## src/rtl/pstb_pkg.sv

```systemverilog
`default_nettype none
// ----------------------------------------------------------------------------
// pstb_pkg: shared types and constants
// Sizes, item layouts, codes and the state encoding used by the running
// total table with bisection search.
// ----------------------------------------------------------------------------
package pstb_pkg;

  localparam int unsigned TableDepth = 256;
  localparam int unsigned TotalWidth = 32;
  localparam int unsigned AddrWidth  = $clog2(TableDepth);
  localparam int unsigned CountWidth = $clog2(TableDepth + 1);
  localparam int unsigned SlotWidth  = 9;
  localparam int unsigned PosWidth   = 9;

  typedef enum logic {
    OP_APPEND = 1'b0,
    OP_FIND   = 1'b1
  } pstb_op_e;

  typedef enum logic [1:0] {
    STATUS_OK      = 2'd0,
    STATUS_IGNORED = 2'd1,
    STATUS_ERROR   = 2'd2
  } pstb_status_e;

  typedef enum logic [1:0] {
    ST_IDLE,
    ST_MID,
    ST_LAST
  } pstb_state_e;

  typedef struct packed {
    pstb_op_e               op;
    logic [SlotWidth-1:0]   slot_index;
    logic [TotalWidth-1:0]  amount;
  } pstb_in_t;

  typedef struct packed {
    logic [PosWidth-1:0]    position;
    pstb_status_e           status;
  } pstb_out_t;

  // table port request from the sequencer
  typedef struct packed {
    logic                   wr_en;
    logic [AddrWidth-1:0]   wr_addr;
    logic [TotalWidth-1:0]  wr_data;
    logic                   rd_en;
    logic [AddrWidth-1:0]   rd_addr;
  } pstb_mem_req_t;

  typedef struct packed {
    logic                   valid;
    pstb_out_t              data;
  } pstb_res_t;

endpackage
`default_nettype wire

```

## src/rtl/pstb_core.sv

```systemverilog
`default_nettype none
// ----------------------------------------------------------------------------
// pstb_core: sequencer and shared compare unit
// Handles appends directly from idle and steps the bisection one table read
// per cycle, reusing one magnitude compare and one narrow midpoint adder.
// ----------------------------------------------------------------------------
module pstb_core import pstb_pkg::*; (
  input  wire logic                  clk_i,
  input  wire logic                  rst_ni,
  input  wire logic                  start,
  input  wire pstb_in_t              in_i,
  input  wire logic [TotalWidth-1:0] rdata_i,
  output logic                       busy_o,
  output pstb_mem_req_t              mem_req_o,
  output pstb_res_t                  res_o
);

  pstb_state_e state_q, state_d;

  logic [CountWidth-1:0] count_q, count_d;
  logic [TotalWidth-1:0] last_q, last_d;
  logic [TotalWidth-1:0] value_q, value_d;
  logic [CountWidth-1:0] lo_q, lo_d;
  logic [CountWidth-1:0] hi_q, hi_d;
  logic [AddrWidth-1:0]  mid_q, mid_d;

  logic                  accept;
  logic                  find_go;
  logic                  lt, gt, eq;
  logic [CountWidth-1:0] lo_sel, hi_sel;
  logic [CountWidth:0]   span_sum;
  logic                  narrow;
  logic [AddrWidth-1:0]  rd_addr;
  logic [TotalWidth:0]   add_sum;
  logic [TotalWidth-1:0] base;
  logic [TotalWidth-1:0] new_total;
  logic [CountWidth:0]   next_slot;
  pstb_status_e          app_status;

  assign accept  = start && (state_q == ST_IDLE);
  assign find_go = accept && (in_i.op == OP_FIND) && (count_q != '0);
  assign busy_o  = (state_q != ST_IDLE);

  // shared compare against the value being searched
  assign lt = rdata_i < value_q;
  assign gt = rdata_i > value_q;
  assign eq = !lt && !gt;

  // search bounds entering this step
  always_comb begin
    if (state_q == ST_IDLE) begin
      lo_sel = '0;
      hi_sel = count_q;
    end else begin
      lo_sel = lt ? CountWidth'(mid_q) : lo_q;
      hi_sel = gt ? CountWidth'(mid_q) : hi_q;
    end
  end

  assign span_sum = {1'b0, lo_sel} + {1'b0, hi_sel};
  assign narrow   = ({1'b0, lo_sel} + (CountWidth+1)'(1)) < {1'b0, hi_sel};
  // mid stays below hi, so it always fits the address
  assign rd_addr  = narrow ? span_sum[AddrWidth:1] : lo_sel[AddrWidth-1:0];

  // append: saturating running total
  assign base      = (count_q == '0) ? '0 : last_q;
  assign add_sum   = {1'b0, base} + {1'b0, in_i.amount};
  assign new_total = add_sum[TotalWidth] ? '1 : add_sum[TotalWidth-1:0];
  assign next_slot = {1'b0, count_q} + (CountWidth+1)'(1);

  always_comb begin
    if ((CountWidth+1)'(in_i.slot_index) <= {1'b0, count_q}) begin
      app_status = STATUS_IGNORED;
    end else if ((CountWidth+1)'(in_i.slot_index) != next_slot ||
                 count_q >= CountWidth'(TableDepth)) begin
      app_status = STATUS_ERROR;
    end else begin
      app_status = STATUS_OK;
    end
  end

  // next state
  always_comb begin
    state_d = state_q;
    case (state_q)
      ST_IDLE: begin
        if (find_go) begin
          state_d = narrow ? ST_MID : ST_LAST;
        end
      end
      ST_MID: begin
        if (eq) begin
          state_d = ST_IDLE;
        end else begin
          state_d = narrow ? ST_MID : ST_LAST;
        end
      end
      ST_LAST: state_d = ST_IDLE;
      default: state_d = ST_IDLE;
    endcase
  end

  // outputs and datapath updates
  always_comb begin
    mem_req_o               = '0;
    mem_req_o.rd_addr       = rd_addr;
    mem_req_o.wr_addr       = count_q[AddrWidth-1:0];
    mem_req_o.wr_data       = new_total;
    res_o                   = '0;
    res_o.data.status       = STATUS_OK;
    count_d                 = count_q;
    last_d                  = last_q;
    value_d                 = value_q;
    lo_d                    = lo_q;
    hi_d                    = hi_q;
    mid_d                   = mid_q;
    case (state_q)
      ST_IDLE: begin
        if (accept) begin
          value_d = in_i.amount;
          if (in_i.op == OP_FIND) begin
            // empty table answers at once with position zero
            res_o.valid = (count_q == '0);
            mem_req_o.rd_en = find_go;
          end else begin
            res_o.valid       = 1'b1;
            res_o.data.status = app_status;
            if (app_status == STATUS_OK) begin
              mem_req_o.wr_en = 1'b1;
              last_d          = new_total;
              count_d         = next_slot[CountWidth-1:0];
            end
          end
        end
      end
      ST_MID: begin
        if (eq) begin
          res_o.valid         = 1'b1;
          res_o.data.position = PosWidth'(mid_q);
        end else begin
          mem_req_o.rd_en = 1'b1;
        end
      end
      ST_LAST: begin
        res_o.valid         = 1'b1;
        res_o.data.position = eq ? PosWidth'(lo_q) : PosWidth'(lo_q + CountWidth'(1));
      end
      default: ;
    endcase
    if (mem_req_o.rd_en) begin
      lo_d  = lo_sel;
      hi_d  = hi_sel;
      mid_d = rd_addr;
    end
  end

  always_ff @(posedge clk_i or negedge rst_ni) begin
    if (!rst_ni) begin
      state_q <= ST_IDLE;
      count_q <= '0;
    end else begin
      state_q <= state_d;
      count_q <= count_d;
    end
  end

  always_ff @(posedge clk_i) begin
    last_q  <= last_d;
    value_q <= value_d;
    lo_q    <= lo_d;
    hi_q    <= hi_d;
    mid_q   <= mid_d;
  end

endmodule
`default_nettype wire

```

## config.mk

```make
export PLATFORM = sky130hd
export DESIGN_NAME = pstb_core
export DESIGN_NICKNAME = d
export VERILOG_FILES = /design/src/rtl/pstb_pkg.sv /design/src/rtl/pstb_core.sv
export SDC_FILE = /design/constraint.sdc
export NUM_CORES = 1
export LEC_CHECK = 0
export BUFFER_PORTS_ARGS = -buffer_cell sky130_fd_sc_hd__buf_4
export CAP_MARGIN = 20
export CORE_MARGIN = 4
export CORE_UTILIZATION = 45
export CTS_CLUSTER_DIAMETER = 80
export DETAILED_ROUTE_END_ITERATION = 8
export PLACE_DENSITY = 0.66
export SYNTH_ARGS = -nofsm -noshare
export SYNTH_HDL_FRONTEND = slang
export SYNTH_SLANG_ARGS = --single-unit
```

## constraint.sdc

```tcl
create_clock -name clk_i -period 10.9 [get_ports clk_i]
set_input_delay 0 -clock clk_i [delete_from_list [all_inputs] [get_ports clk_i]]
set_output_delay 0 -clock clk_i [all_outputs]
set_load 0.02 [all_outputs]
```

==> results_dict.tcl <==
set metrics [dict create \
    dpl.hpwl_mm 15.5 \
    core_area_mm2 0.0173 \
    synthArstFlopShare_pct 10.9 \
    p_leak_nw 4.37 \
    drt_iter0_markers 469 \
    worstPathMaxFanout 13 \
    worst_pin_slew_ns 0.875 \
    dpl.cell_count 1170 \
    layout_common_cells "buf_4 (145), ha_1 (96), edfxtp_1 (90), nand2_1 (77), inv_1 (75)" \
    syn_to_final_growth_pct 23.1 \
    drv_cap 0 \
    grt-ovfl-total 0 \
    initial_core_util_pct 45.9 \
    syn_inst 825 \
    r2r_cells 22 \
    postRouteAntennaNets 0 \
    synth_top_area_share_pct 34.0 \
    cts_tree "yes" \
    dieArea_mm2 0.0198 \
    worstHoldPathType "primary input to asynchronous set/reset pin" \
    synth_top_family_by_area "simple AND/OR/NAND/NOR gates" \
    period_share_pct 58.1 \
    track_usage_pct 20.3 \
    slew_viol_final 0 \
    synth_compound_area_share_pct 15.3 \
    fin_cells 1219 \
    finalSetupTns_ns 0 \
    die_y_um 141 \
    ys_seq_elements 101 \
    synth_fp_nets 1000 \
    met2WireLength_mm 9.48 \
    syn_area_mm2 0.00794 \
    first_global_vias 6401 \
    drc 0 \
    first_pass_iters 5 \
    grt_setup_unrepaired "no" \
    fin_crit_ns 6.34 \
    num_vias 6621 \
    setup_violations 0 \
    globalplace.congestion 0.898 \
    synth_fa_ha_area_share_pct 15.6 \
    row_count 48 \
    crit_required_ns 10.90 \
    critical_path_arrival_ns 6.34 \
    grt_pass1_wl_mm 32.5 \
    antenna_found_initial 0 \
    yosysSeqAreaShare_pct 37.5 \
    cts_root_buffer "clkbuf_16" \
    synth_top_cell_by_area "edfxtp_1" \
    powerDensity_mw_per_mm2 200 \
    vdd_drop_max_uv 125 \
    numCtsBuffers 9 \
    n_antenna_cell 0 \
    viasPerCell 5.43 \
    fin_nets 1164 \
    routed_wl_mm 20.3 \
    synth_edf_count 90 \
    wl_met1_mm 9.31 \
    max_slew_margin_pct 41.5 \
    synthXorXnorAreaFrac_pct 6.29 \
    cts_resized 0 \
    fin_skew_ns 0.0105 \
    ys_types 64 \
    topRoutingLayerUsed "met4" \
    hold_ws_ns 0.0228 \
    max_freq_mhz 158 \
    path_clk_slew_ns 0.07 \
    die_w_um 141 \
    wl_met3_mm 1.14 \
    synth-simple-area-share_pct 16.6 \
    end_kind "output port" \
    post_synth.cell_area_avg_um2 9.62 \
    cts_buffer_depth 2 \
    status "finished clean" \
    synth_warnings 0 \
    hold_viol 0 \
    post-route-util_pct 56.5 \
    wl_per_cell_um 16.6 \
    drive_gt1_share_pct 18.1 \
    path_class "flop to output port" \
    insertion_delay_ns 0.35 \
    cts_sinks 101 \
    ioPinCount 140 \
    htree_num_levels 3 \
    grt_max_degree 37 \
    io_buffers 139 \
    critPathLaunchType "flop" \
    postCtsSetupRepairBufs 0 \
    synth_flop_cell "edfxtp_1" \
    synth_mux_area_share_pct 3.26 \
    netlist_top_cells_area "edfxtp_1 (34%), ha_1 (15%), nand2_1 (3.6%)" \
    final_common_cell "buf_4" \
]
[what timing repair did]
| action | 4_1_cts | 5_1_grt |
|---|---|---|
| hold buffers | 33 | 0 |
| setup endpoints to repair | 0 | 0 |
| endpoints found under the hold margin | 43 | 0 |
[path summary, 6_finish.rpt]
check,from,to,slack (ns)
min in group clk_i,in_i[41],state_q[1]$_DFFE_PN0P_,0.07
max reg2reg,value_q[19]$_DFFE_PP_,mid_q[6]$_DFFE_PP_,4.83
min,rst_ni,count_q[0]$_DFFE_PN0P_,0.02
min reg2reg,state_q[1]$_DFFE_PN0P_,state_q[1]$_DFFE_PN0P_,0.57
max in group asynchronous,rst_ni,count_q[6]$_DFFE_PN0P_,10.71
max,value_q[19]$_DFFE_PP_,mem_req_o[1],4.56
[synthesized netlist by cell type (5+ instances only)]
master    instances
mux2_4            7
a21boi_0          8
xnor2_1          30
and3_1           10
nand3_1          22
nand2_1          77
a31oi_1           6
a21o_1           15
inv_1            75
clkbuf_1         14
a211oi_1          5
nor2b_1          19
nor4_1            6
edfxtp_1         90
nor2_1           37
mux2i_1          12
nor3_1           16
buf_4             9
a21oi_1          56
o211ai_1          5
o21ai_0          37
nand4_1          11
a22oi_1           8
xor2_1           27
o21a_1           16
and2_1           33
ha_1             96
nor3b_1           5
dfrtp_1          11
[metal layers]
metal  track usage [%]  up-vias
li1                  -     3308
met1              28.0     3089
met2              33.9      203
met3              2.48       21
met4              5.81        0
met5                 0        -
[where the power goes]
group	switching, mW	internal, mW
registers	0.0627	0.553
logic	0.594	0.438
clock network	0.150	0.155
total	0.806	1.15
[registers in the layout, indices dropped and copies added, names as in the netlist]
signal	count
hi_q	9
state_q	2
count_q	9
last_q	32
mid_q	8
value_q	32
lo_q	9
[cell families after synthesis]
kind of cell,after synthesis
AO/OA/AOI/OAI,189
XOR/XNOR,57
adder cells (fa/ha/maj),98
buffers and inverters,100
flip-flops,101
multiplexers,22
AND/OR/NAND/NOR,258
[final cells by class]
type	instances	area, um2
Clock buffer	10	229
Tap cell	225	282
Fill cell	1595	7520
Sequential cell	101	2980
Timing Repair Buffer	178	1420
Multi-Input combinational cell	624	4550
Clock inverter	6	40.0
Inverter	75	282
[per-stage QoR]
stage,cell area [um2],worst slack [ns],power [mW]
finish,9780,4.56,1.95
global route,9780,4.12,2.09
CTS,9780,4.57,1.96
detailed placement,9180,4.87,1.64
global placement,9180,5.01,1.63
floorplan,7940,5.61,1.33
[worst max-delay path, cell delays in order (launching register included)]
cell	delay, ns
edfxtp_1	0.38
inv_1	0.06
ha_1	0.23
a21oi_1	0.16
o21ai_1	0.08
a221o_1	0.37
a2111o_1	0.57
nor2_2	0.52
mux2_2	0.46
and2_1	0.20
ha_1	0.20
and3_1	0.19
nand3_1	0.13
xnor2_1	0.14
ha_1	0.26
a21oi_1	0.14
nor2b_1	0.05
o21ai_0	0.17
nand2b_1	0.08
a41o_1	0.21
or4b_1	0.71
nand2_8	0.19
mux2_4	0.32
buf_4	0.16
No activity file was read; power rests on OpenSTA's default activity.
